$ cat src/hw/rtl/wsup_pkg.sv
// ----------------------------------------------------------------------------
// wsup_pkg : shared types for the task watchdog supervisor
// Event codes, controller states and the control word that walks the slot
// chain.
// ----------------------------------------------------------------------------
`default_nettype none

package wsup_pkg;

    localparam int EXP_W = 4;

    typedef enum logic [2:0] {
        KIND_REGISTER   = 3'd0,
        KIND_UNREGISTER = 3'd1,
        KIND_FEED       = 3'd2,
        KIND_PAUSE      = 3'd3,
        KIND_RESUME     = 3'd4,
        KIND_TICK       = 3'd5,
        KIND_SCAN       = 3'd6
    } kind_t;

    typedef enum logic [1:0] {
        ST_IDLE,
        ST_RUN,
        ST_WAIT
    } state_t;

    typedef struct packed {
        logic  vld;
        kind_t kind;
        logic  en;
        logic  done;
    } ctrl_t;

    typedef struct packed {
        logic             accepted;
        logic             refresh;
        logic             reset_request;
        logic [EXP_W-1:0] expired_slot;
    } res_t;

endpackage

`default_nettype wire

$ cat src/hw/rtl/task_watchdog_supervisor.sv
// ----------------------------------------------------------------------------
// task_watchdog_supervisor : software task watchdog monitor
// Watch table of SLOTS tasks built as a chain of slot cells, with a tick
// counter, a pause flag and a result register.
// ----------------------------------------------------------------------------
// Usage: each s_ word is one event (register, unregister, feed, pause,
// resume, tick, scan) and yields exactly one m_ word. Both channels use
// valid/ready. An accepted word is latched and then walks the slot chain,
// one cell per cycle, so the lowest matching or free slot acts first and
// the first expired slot is named on a scan.
// An accepted word passes the input register, the register in each slot cell
// and the result register on its way to m_valid. One event is in the chain
// at a time: no new event is taken until the last one has left the chain.
// The result register is separate from the chain: a new event is taken
// while a result still waits on m_ready. If the receiver stalls long enough
// for the next result to finish, that result is parked and the input side
// holds s_ready low until it has moved to the output.
// Reset clears the table, the tick counter and the pause flag; the block is
// ready in the first cycle after reset.
// ----------------------------------------------------------------------------
`default_nettype none

module task_watchdog_supervisor
    import wsup_pkg::*;
#(
    parameter int SLOTS     = 16,
    parameter int ID_BITS   = 8,
    parameter int TIME_BITS = 32
) (
    input  wire logic        aclk,
    input  wire logic        aresetn,
    input  wire logic        s_valid,
    output logic             s_ready,
    input  wire logic [2:0]  s_kind,
    input  wire logic [7:0]  s_task_id,
    input  wire logic [31:0] s_timeout,
    output logic             m_valid,
    input  wire logic        m_ready,
    output logic             m_accepted,
    output logic             m_refresh,
    output logic             m_reset_request,
    output logic [3:0]       m_expired_slot,
    output logic             m_paused
);

    state_t               state_reg, state_next;
    logic [TIME_BITS-1:0] tick_reg;
    logic                 pause_reg;
    ctrl_t                item_ctrl_reg, item_ctrl_next;
    logic [ID_BITS-1:0]   item_id_reg;
    logic [TIME_BITS-1:0] item_lim_reg;
    res_t                 pend_reg;
    res_t                 out_reg;
    res_t                 end_res;
    logic                 m_valid_reg;
    logic                 m_paused_reg;
    logic                 accept;
    logic                 out_free;
    logic                 load_out;
    logic                 load_pend;
    logic                 from_pend;
    kind_t                in_kind;
    logic [ID_BITS-1:0]   in_id;
    logic                 feed_or_slot;

    ctrl_t                ctrl_c [SLOTS+1];
    logic [ID_BITS-1:0]   id_c   [SLOTS+1];
    logic [TIME_BITS-1:0] lim_c  [SLOTS+1];
    logic [EXP_W-1:0]     idx_c  [SLOTS+1];

    assign in_kind  = kind_t'(s_kind);
    assign in_id    = ID_BITS'(s_task_id);
    assign accept   = s_valid && s_ready;
    assign out_free = !m_valid_reg || m_ready;

    always_comb begin
        item_ctrl_next      = item_ctrl_reg;
        item_ctrl_next.vld  = accept;
        if (accept) begin
            item_ctrl_next.kind = in_kind;
            item_ctrl_next.done = 1'b0;
            if (in_kind == KIND_SCAN) begin
                item_ctrl_next.en = !pause_reg;
            end else if (in_kind == KIND_FEED) begin
                item_ctrl_next.en = (in_id != '0) && !pause_reg;
            end else begin
                item_ctrl_next.en = (in_id != '0);
            end
        end
    end

    always_ff @(posedge aclk) begin
        if (!aresetn) begin
            tick_reg      <= '0;
            pause_reg     <= 1'b0;
            item_ctrl_reg <= '0;
        end else begin
            item_ctrl_reg <= item_ctrl_next;
            if (accept) begin
                if (in_kind == KIND_TICK) begin
                    tick_reg <= tick_reg + 1'b1;
                end
                if (in_kind == KIND_PAUSE) begin
                    pause_reg <= 1'b1;
                end else if (in_kind == KIND_RESUME) begin
                    pause_reg <= 1'b0;
                end
            end
        end
    end

    always_ff @(posedge aclk) begin
        if (accept) begin
            item_id_reg  <= in_id;
            item_lim_reg <= TIME_BITS'(s_timeout);
        end
    end

    assign ctrl_c[0] = item_ctrl_reg;
    assign id_c[0]   = item_id_reg;
    assign lim_c[0]  = item_lim_reg;
    assign idx_c[0]  = '0;

    for (genvar i = 0; i < SLOTS; i++) begin : g_cell
        wsup_cell #(
            .ID_BITS   (ID_BITS),
            .TIME_BITS (TIME_BITS),
            .INDEX     (i)
        ) u_cell (
            .aclk    (aclk),
            .aresetn (aresetn),
            .now_i   (tick_reg),
            .ctrl_i  (ctrl_c[i]),
            .id_i    (id_c[i]),
            .lim_i   (lim_c[i]),
            .idx_i   (idx_c[i]),
            .ctrl_o  (ctrl_c[i+1]),
            .id_o    (id_c[i+1]),
            .lim_o   (lim_c[i+1]),
            .idx_o   (idx_c[i+1])
        );
    end

    assign feed_or_slot = (ctrl_c[SLOTS].kind == KIND_REGISTER) ||
                          (ctrl_c[SLOTS].kind == KIND_UNREGISTER) ||
                          (ctrl_c[SLOTS].kind == KIND_FEED);

    always_comb begin
        end_res.accepted      = feed_or_slot && ctrl_c[SLOTS].done;
        end_res.refresh       = (ctrl_c[SLOTS].kind == KIND_SCAN) && !ctrl_c[SLOTS].done;
        end_res.reset_request = (ctrl_c[SLOTS].kind == KIND_SCAN) && ctrl_c[SLOTS].done;
        end_res.expired_slot  = end_res.reset_request ? idx_c[SLOTS] : '0;
    end

    always_comb begin
        state_next = state_reg;
        unique case (state_reg)
            ST_IDLE: begin
                if (accept) begin
                    state_next = ST_RUN;
                end
            end
            ST_RUN: begin
                if (ctrl_c[SLOTS].vld) begin
                    state_next = out_free ? ST_IDLE : ST_WAIT;
                end
            end
            ST_WAIT: begin
                if (out_free) begin
                    state_next = ST_IDLE;
                end
            end
            default: state_next = ST_IDLE;
        endcase
    end

    always_comb begin
        s_ready   = 1'b0;
        load_out  = 1'b0;
        load_pend = 1'b0;
        from_pend = 1'b0;
        unique case (state_reg)
            ST_IDLE: s_ready = 1'b1;
            ST_RUN: begin
                load_out  = ctrl_c[SLOTS].vld && out_free;
                load_pend = ctrl_c[SLOTS].vld && !out_free;
            end
            ST_WAIT: begin
                load_out  = out_free;
                from_pend = 1'b1;
            end
            default: begin
            end
        endcase
    end

    always_ff @(posedge aclk) begin
        if (!aresetn) begin
            state_reg   <= ST_IDLE;
            m_valid_reg <= 1'b0;
        end else begin
            state_reg <= state_next;
            if (load_out) begin
                m_valid_reg <= 1'b1;
            end else if (m_ready) begin
                m_valid_reg <= 1'b0;
            end
        end
    end

    always_ff @(posedge aclk) begin
        if (load_pend) begin
            pend_reg <= end_res;
        end
        if (load_out) begin
            out_reg      <= from_pend ? pend_reg : end_res;
            m_paused_reg <= pause_reg;
        end
    end

    assign m_valid         = m_valid_reg;
    assign m_accepted      = out_reg.accepted;
    assign m_refresh       = out_reg.refresh;
    assign m_reset_request = out_reg.reset_request;
    assign m_expired_slot  = out_reg.expired_slot;
    assign m_paused        = m_paused_reg;

    a_end_in_run : assert property (@(posedge aclk) disable iff (!aresetn)
        ctrl_c[SLOTS].vld |-> state_reg == ST_RUN)
        else $error("chain word left the last cell outside a run");

    a_accept_launch : assert property (@(posedge aclk) disable iff (!aresetn)
        accept |=> item_ctrl_reg.vld && state_reg == ST_RUN)
        else $error("accepted word did not enter the chain");

    a_scan_excl : assert property (@(posedge aclk) disable iff (!aresetn)
        m_valid_reg |-> !(m_refresh && m_reset_request))
        else $error("refresh and reset request both set");

    a_acc_not_scan : assert property (@(posedge aclk) disable iff (!aresetn)
        (m_valid_reg && m_accepted) |-> (!m_refresh && !m_reset_request))
        else $error("accepted set on a scan result");

endmodule

`default_nettype wire

$ cat src/hw/rtl/wsup_cell.sv
// ----------------------------------------------------------------------------
// wsup_cell : one slot of the watch table
// Holds a slot and acts on the event word as it passes, then registers the
// word and hands it on to the next cell in the following cycle.
// ----------------------------------------------------------------------------
`default_nettype none

module wsup_cell
    import wsup_pkg::*;
#(
    parameter int ID_BITS   = 8,
    parameter int TIME_BITS = 32,
    parameter int INDEX     = 0
) (
    input  wire logic                 aclk,
    input  wire logic                 aresetn,
    input  wire logic [TIME_BITS-1:0] now_i,
    input  wire ctrl_t                ctrl_i,
    input  wire logic [ID_BITS-1:0]   id_i,
    input  wire logic [TIME_BITS-1:0] lim_i,
    input  wire logic [EXP_W-1:0]     idx_i,
    output ctrl_t                     ctrl_o,
    output logic [ID_BITS-1:0]        id_o,
    output logic [TIME_BITS-1:0]      lim_o,
    output logic [EXP_W-1:0]          idx_o
);

    logic                 valid_reg, valid_next;
    logic [ID_BITS-1:0]   task_reg, task_next;
    logic [TIME_BITS-1:0] limit_reg, limit_next;
    logic [TIME_BITS-1:0] stamp_reg, stamp_next;
    ctrl_t                ctrl_reg, ctrl_next;
    logic [ID_BITS-1:0]   id_reg;
    logic [TIME_BITS-1:0] lim_reg;
    logic [EXP_W-1:0]     idx_reg, idx_next;
    logic                 match;
    logic                 expired;
    logic                 live;

    assign match   = valid_reg && (task_reg == id_i);
    assign expired = valid_reg && ((now_i - stamp_reg) > limit_reg);
    assign live    = ctrl_i.vld && ctrl_i.en && !ctrl_i.done;

    always_comb begin
        valid_next = valid_reg;
        task_next  = task_reg;
        limit_next = limit_reg;
        stamp_next = stamp_reg;
        ctrl_next  = ctrl_i;
        idx_next   = idx_i;
        if (ctrl_i.vld) begin
            case (ctrl_i.kind)
                KIND_REGISTER: begin
                    if (live && !valid_reg) begin
                        valid_next     = 1'b1;
                        task_next      = id_i;
                        limit_next     = lim_i;
                        stamp_next     = now_i;
                        ctrl_next.done = 1'b1;
                    end
                end
                KIND_UNREGISTER: begin
                    if (live && match) begin
                        valid_next     = 1'b0;
                        task_next      = '0;
                        ctrl_next.done = 1'b1;
                    end
                end
                KIND_FEED: begin
                    if (live && match) begin
                        stamp_next     = now_i;
                        ctrl_next.done = 1'b1;
                    end
                end
                KIND_RESUME: begin
                    if (valid_reg) begin
                        stamp_next = now_i;
                    end
                end
                KIND_SCAN: begin
                    if (live && expired) begin
                        ctrl_next.done = 1'b1;
                        idx_next       = EXP_W'(INDEX);
                    end
                end
                default: begin
                end
            endcase
        end
    end

    always_ff @(posedge aclk) begin
        if (!aresetn) begin
            valid_reg <= 1'b0;
            task_reg  <= '0;
            ctrl_reg  <= '0;
        end else begin
            valid_reg <= valid_next;
            task_reg  <= task_next;
            ctrl_reg  <= ctrl_next;
        end
    end

    always_ff @(posedge aclk) begin
        limit_reg <= limit_next;
        stamp_reg <= stamp_next;
        id_reg    <= id_i;
        lim_reg   <= lim_i;
        idx_reg   <= idx_next;
    end

    assign ctrl_o = ctrl_reg;
    assign id_o   = id_reg;
    assign lim_o  = lim_reg;
    assign idx_o  = idx_reg;

endmodule

`default_nettype wire
$ cat config.mk
export PLATFORM = sky130hd
export DESIGN_NAME = task_watchdog_supervisor
export DESIGN_NICKNAME = d
export VERILOG_FILES = /design/src/hw/rtl/wsup_pkg.sv /design/src/hw/rtl/task_watchdog_supervisor.sv /design/src/hw/rtl/wsup_cell.sv
export SDC_FILE = /design/constraint.sdc
export NUM_CORES = 2
export LEC_CHECK = 0
export BUFFER_PORTS_ARGS = -buffer_cell sky130_fd_sc_hd__buf_2
export CAP_MARGIN = 20
export CORE_MARGIN = 2
export CORE_UTILIZATION = 35
export DETAILED_ROUTE_END_ITERATION = 6
export HOLD_SLACK_MARGIN = 0.15
export PLACE_DENSITY = 0.6
export SYNTH_ARGS = -nofsm -noshare
export SYNTH_HDL_FRONTEND = slang
export SYNTH_SLANG_ARGS = --single-unit
export TNS_END_PERCENT = 5
$ cat constraint.sdc
create_clock -name aclk -period 18.4 [get_ports aclk]
set_input_delay 2.76 -clock aclk [delete_from_list [all_inputs] [get_ports aclk]]
set_output_delay 2.76 -clock aclk [all_outputs]
set_load 0.02 [all_outputs]
== Word level (Yosys, flattened, before mapping) ==
Cells that the tools add are included.

* Output and inout bits: 10
* Input port bits: 47
* Memories: 0
* Bits in latches: 0
* Word-level logic and storage cells: 957
* Memory bits (read-only): 0
* Bits in writable memories: 0
* Register bits after elaboration: 2,019

* Magnitude comparators: 16
* Equality and inequality tests: 157
* Multiply operators: 0
* Add/subtract/negate cells: 17
* Shift operators: 0
* Divide/modulo/power cells: 0
* Bitwise operators: 0
* Multiplexer cells: 299
* Reduce and logical (&&, ||, !) cells: 278

{| class="wikitable"
|+ Operators with widths
! kind !! count
|-
| 32-bit 2-to-1 mux || 48
|-
| 32-bit case mux with 3 select lines || 16
|-
| 32-bit greater-than comparator || 16
|-
| 32-bit subtractor || 16
|-
| 8-bit 2-to-1 mux || 32
|-
| 8-bit case mux with 2 select lines || 16
|-
| 4-bit 2-to-1 mux || 43
|-
| 2-bit by 1-bit inequality test with 1-bit output (second input constant) || 65
|-
| 8-bit == test || 16
|-
| 1-bit logical AND || 118
|-
| 3-bit == test (second input constant) || 36
|-
| 1-bit 2-to-1 mux || 105
|-
| 5-bit AND reduction || 16
|-
| 4-bit AND reduction || 16
|-
| 3-bit by 2-bit == test with 1-bit output (second input constant) || 19
|-
| 3-bit by 1-bit == test with 1-bit output (second input constant) || 17
|-
| 3-bit logical NOT || 17
|-
| 3-bit AND reduction || 17
|-
| 1-bit case mux with 3 select lines || 16
|-
| 3-bit nonzero test || 16
|-
| 2-bit nonzero test || 18
|-
| 1-bit logical NOT || 35
|-
| 1-bit case mux with 2 select lines || 17
|-
| 32-bit by 1-bit adder with 32-bit output (second input constant) || 1
|-
| other kinds (11) || 35
|}

== Logic depth before layout (Yosys ltp) ==
* Word-level depth: 7
* Gate-level depth with buffers: 27
* Mapped depth without buffers: 27

== Cells and area by module ==
A second synthesis with hierarchy kept.

* Cell total of the unflattened synthesis: 9,160
* Area, all modules: 100,775.4 sq um

{| class="wikitable"
|+ By module, submodules not included
! module !! instances !! area each (sq um) !! seq. area each (sq um) !! cells an instance
|-
| wsup_cell (g_cell[0].u_cell ...) || 4 || 6,048.3 || 3,103.0 || 549
|-
| wsup_cell (g_cell[10].u_cell ...) || 3 || 6,043.3 || 3,103.0 || 555
|-
| wsup_cell (g_cell[1].u_cell ...) || 3 || 6,039.5 || 3,103.0 || 555
|-
| wsup_cell (g_cell[7].u_cell ...) || 2 || 6,104.6 || 3,103.0 || 551
|-
| wsup_cell (g_cell[6].u_cell) || 1 || 6,130.9 || 3,103.0 || 563
|-
| wsup_cell (g_cell[8].u_cell) || 1 || 6,117.1 || 3,103.0 || 551
|-
| wsup_cell (g_cell[15].u_cell) || 1 || 6,034.5 || 3,103.0 || 556
|-
| wsup_cell (g_cell[11].u_cell) || 1 || 6,032.0 || 3,103.0 || 551
|-
| task_watchdog_supervisor || 1 || 3,809.9 || 2,472.4 || 311
|}

== Worst setup path after synthesis ==
Ideal clock, no wire load.

* Path kind: reg-to-reg
* Start: reg g_cell[5].u_cell.task_reg[1]
* End: reg g_cell[5].u_cell.stamp_reg[0] (enable)
* Buffers on the path: 0
* Cell stages (with the launch flop): 7
* Setup slack: 11,432 ps
* Required time: 17,806 ps
* Clock period less this slack: 6,968 ps
* Arrival time: 6,374 ps
* Library setup time: 594 ps
* Cell sequence: dfxtp_1 > xor2_1 > nor4_1 > nand4_1 > nor4_1 > nor2_1 > a2111oi_0

* Word-level cells in the longest chain between the ends: 5

{| class="wikitable"
|+ RTL lines
! item !! RTL line !! text
|-
| start: declaration || wsup_cell.sv:29 || <nowiki>logic [ID_BITS-1:0] task_reg, task_next;</nowiki>
|-
| start signal: assignment || wsup_cell.sv:99 || <nowiki>task_reg <= task_next;</nowiki>
|-
| 8-bit == test || wsup_cell.sv:40 || <nowiki>assign match = valid_reg && (task_reg == id_i);</nowiki>
|-
| 1-bit logical AND || wsup_cell.sv:40 ||
|-
| 1-bit logical AND || wsup_cell.sv:70 || <nowiki>if (live && match) begin</nowiki>
|-
| 2-bit by 1-bit inequality test with 1-bit output (no line) || - ||
|-
| 5-bit AND reduction (no line) || - ||
|-
| end signal: assignment || wsup_cell.sv:106 || <nowiki>stamp_reg <= stamp_next;</nowiki>
|-
| end: declaration || wsup_cell.sv:31 || <nowiki>logic [TIME_BITS-1:0] stamp_reg, stamp_next;</nowiki>
|}

Every way passes these cells.
A chain may end at the register's enable or synchronous reset.

== Worst setup path in the final report ==
* Start: reg tick_reg[1]
* End: reg g_cell[7].u_cell.ctrl_reg (netlist bit g_cell[7].u_cell.ctrl_o[0])

* Word-level cells in the longest chain between the ends: 7

{| class="wikitable"
|+ RTL lines
! item !! RTL line !! text
|-
| start: declaration || task_watchdog_supervisor.sv:47 || <nowiki>logic [TIME_BITS-1:0] tick_reg;</nowiki>
|-
| start signal: assignment || task_watchdog_supervisor.sv:101 || <nowiki>tick_reg <= tick_reg + 1'b1;</nowiki>
|-
| 32-bit subtractor || wsup_cell.sv:41 || <nowiki>assign expired = valid_reg && ((now_i - stamp_reg) > limit_reg);</nowiki>
|-
| 32-bit greater-than comparator || wsup_cell.sv:41 ||
|-
| 1-bit logical AND || wsup_cell.sv:41 ||
|-
| 1-bit logical AND || wsup_cell.sv:81 || <nowiki>if (live && expired) begin</nowiki>
|-
| 1-bit 2-to-1 mux || wsup_cell.sv:81 ||
|-
| 1-bit case mux with 3 select lines || wsup_cell.sv:52 || <nowiki>case (ctrl_i.kind)</nowiki>
|-
| 1-bit 2-to-1 mux || wsup_cell.sv:51 || <nowiki>if (ctrl_i.vld) begin</nowiki>
|-
| end signal: assignment || wsup_cell.sv:100 || <nowiki>ctrl_reg <= ctrl_next;</nowiki>
|-
| end: declaration || wsup_cell.sv:32 || <nowiki>ctrl_t ctrl_reg, ctrl_next;</nowiki>
|}

Every way passes these cells.

==> metrics <==
fin crit share between 30% and 40%; drt first pass iters 7; Reg clk slew, reported paths roughly 0.06 ns; minimum clock period around 7.2 ns; CTS tree built; Slew headroom around 22%; Worst path slowest cell dfxtp_2; CTS H-Tree Depth 4; Post-synth ARST share 0%; Worst setup SP type flop; reg2reg end g_cell[7].u_cell.ctrl_o[0]; core area ~0.27 mm^2; placed instance count ~12000; CP Depth 20; Post-synth top flop edfxtp_1; Final Hold Fails 0; CP endpoint g_cell[7].u_cell.ctrl_o[0]; total power between 9 and 10 mW; first-pass GRT wire length between 300000 and 400000 um; CP delay by family, top compound AO/OA/AOI/OAI gates; Slew @ Worst Pin 1.15 ns; post-synthesis average cell area 11.2 um^2; Crit path arrival time a little under 8 ns; routed length per instance 16.5 um; vias 62000; crit path capture type flop; Sw Ratio 20.2%; CTS Root Cell clkbuf_16; final non-filler cell total 12600; CP peak stage delay 0.71 ns; final setup TNS 0 ns; FF+latch count, synth 2008; Total GRT Usage between 10% and 20%; std cell rows approximately 190; detailed-route wire length around 210000 um; die area 0.279 mm^2; RR Startpoint tick_reg[1]; share of cells above drive strength 1 between 6 and 7%; Synth Instances ~8600; Crit Path Category reg2reg; GRT overflow 0; Filler Cells Inserted between 20000 and 30000; Req. time, crit path roughly 19 ns; FF/Latch Area 0.0510 mm^2; Critical path origin tick_reg[1]; RSZ-0062 raised after global routing no; Synth Cell Area between 0.09 and 0.1 mm^2; critical-path cell list buf_4 -> ha_1 -> nor2b_1 -> o31a_1 -> o31a_1 -> o31ai_1 -> o221ai_1 -> a21oi_1 -> nor3b_1 -> a2111oi_0 -> o21bai_1 -> a21oi_1 -> xnor2_1 -> ha_1 -> nand4_1 -> nor4_1 -> nand3_1 -> nand4_1 -> a31oi_1 -> o311a_1; Clock power frac between 40% and 50%; crit-path max FO 30; synth warn 0; CTS max path bufs 4; clock skew 0.0430 ns; antenna viol nets, final 0; NumNets Final 9954; worst hold slack roughly 0.35 ns; min-delay worst type reg2reg; register area share after synthesis between 50% and 60%; initial DRC count 3563; routability cong. approximately 0.9; worst path bufs/invs 1; Sw Pwr around 1.8 mW; vias in the first global route 63700; syn_nets approximately 9700; power per cell area 83.9 mW/mm^2; status complete, no violations; Yosys cell types 87; Hold-fix buffers, CTS 0; Area Growth Syn to Fin 12.3%; VDD IR max 0.0848 mV; largest net degree at the start of global routing approximately 110; Max-Cap Viols 0; post-CTS setup buffer count 0; Final setup violation count 0; hold depth 0; Die Wd between 500 and 600 um; Leakage about 48 nW; R2R Setup Slk around 11 ns; Fmax achieved around 140 MHz; number of synthesized flops with an enable pin roughly 1100; drt drc 0; Port Buf Inserts 56; Die Y roughly 530 um; Final Max Tran Viols 0; worst skew pair latency 0.84 ns; multi-input combinational cell area approximately 0.041 mm^2; io pins 57; Sink Count 2008; drt via density slightly below 5; total CTS buffers a little over 200; DPL Wire Length about 160000 um; antenna violations before repair 2; power share of the sequential group between 50 and 60%; ANT cells 0; Starting Density a little over a third; post-cts sizing count 0; combinational share of power less than 1%; internal power about 7.2 mW; Worst R2R Path Depth 20
==> cell usage after synthesis (10+ instances only) <==
cell type / instances / area [um^2]
a22oi_1: 81 / 608
and3_1: 57 / 357
and2_1: 128 / 801
nand4_1: 183 / 1140
a21o_1: 413 / 3100
fa_1: 16 / 320
nor2b_1: 250 / 1560
or3_1: 39 / 244
ha_1: 1012 / 12700
nand3b_1: 20 / 150
xnor2_1: 421 / 3690
clkbuf_1: 98 / 368
a31oi_1: 49 / 307
a221oi_1: 11 / 96.3
edfxtp_1: 1079 / 32400
a2111oi_0: 15 / 131
o21ai_1: 17 / 85.1
a21boi_0: 64 / 480
o22ai_1: 13 / 81.3
nand2_1: 308 / 1160
o21a_1: 108 / 811
a221o_1: 11 / 110
nor3_1: 74 / 370
o21ai_0: 292 / 1460
xor2_1: 203 / 1780
o31a_1: 13 / 114
o2111ai_1: 10 / 87.6
a211oi_1: 52 / 390
o21bai_1: 62 / 465
nor4_1: 54 / 338
nand2b_1: 101 / 632
nor2_1: 330 / 1240
o31ai_1: 18 / 135
o211ai_1: 10 / 75.1
inv_1: 1121 / 4210
nand3_1: 184 / 921
dfxtp_1: 929 / 18600
a21oi_1: 564 / 2820
or2_2: 49 / 307
and4_1: 14 / 123
==> per-stage QoR <==
step	area, um^2	utilization [%]	worst slack [ns]
detailed placement	101000	37.1	11.09
global placement	101000	37.1	11.09
finish	108000	39.5	11.19
floorplan	96300	-	11.43
global route	108000	39.5	10.98
CTS	108000	39.5	11.08
==> logic make-up after synthesis <==
kind of cell | Yosys count | synth area share, %
AOI/OAI and AO/OA | 1910 | 13.0
xor gates and xnor gates | 624 | 5.68
adders and majority gates | 1028 | 13.5
buffers and inverters | 1226 | 4.78
DFF | 2008 | 53.0
muxes | 13 | 0.142
and+or+nand+nor | 1824 | 9.99
==> layout by cell type, fill, tap and decap left out, types with 57 or more instances in the layout <==
master	instances
nor3_1	74
nor2b_1	250
buf_4	80
o21ai_0	292
nor2_1	329
nand2_1	308
xor2_1	203
o21a_1	108
inv_1	1120
xnor2_1	421
nand3_1	184
a21boi_0	64
edfxtp_1	1079
and2_1	128
ha_1	1012
and3_1	57
nand4_1	183
a21oi_1	563
clkbuf_16	216
nand2b_1	101
a22oi_1	81
a21o_1	413
o21bai_1	62
dfxtp_1	910
==> layer usage <==
layer | share of wire, % | track usage [%] | wire (um)
met1 | 44 | 17.6 | 91700
met4 | 4.6 | 6.49 | 9570
met5 | 0 | 0 | 0
met2 | 48 | 25.9 | 101000
met3 | 3.0 | 1.78 | 6170
==> area by class of cell <==
class,count,share of cell area (%)
flip-flops and latches,2008,47.2
well taps,3589,4.15
inverters,1127,3.91
repair buffers,137,0.839
clock buffers,288,5.48
multi-input cells,5399,37.7
clock inverters,91,0.716
==> power groups by stage <==
| stage | Clock [mW] | Combinational, mW | Sequential, mW |
|---|---|---|---|
| floorplan | 0 | 0.0588 | 4.94 |
| global placement | 0 | 0.0826 | 4.98 |
| detailed placement | 0 | 0.0847 | 4.98 |
| CTS | 4.24 | 0.0851 | 4.89 |
| global route | 4.41 | 0.0940 | 4.90 |
| finish | 4.11 | 0.0835 | 4.89 |
==> worst min-delay path by stage <==
stage,startpoint,to,slack (ns)
after global routing,g_cell[3].u_cell.lim_o[19],g_cell[4].u_cell.lim_o[19],0.35
final,g_cell[5].u_cell.lim_o[19],g_cell[6].u_cell.lim_o[19],0.35
after detailed placement,g_cell[5].u_cell.lim_o[23],g_cell[6].u_cell.lim_o[23],0.33
after floorplan,g_cell[9].u_cell.lim_o[0],g_cell[10].u_cell.lim_o[0],0.33
after global placement,g_cell[4].u_cell.lim_o[0],g_cell[5].u_cell.lim_o[0],0.33
after CTS,g_cell[3].u_cell.lim_o[19],g_cell[4].u_cell.lim_o[19],0.34
No activity file was read; power rests on OpenSTA's default activity.
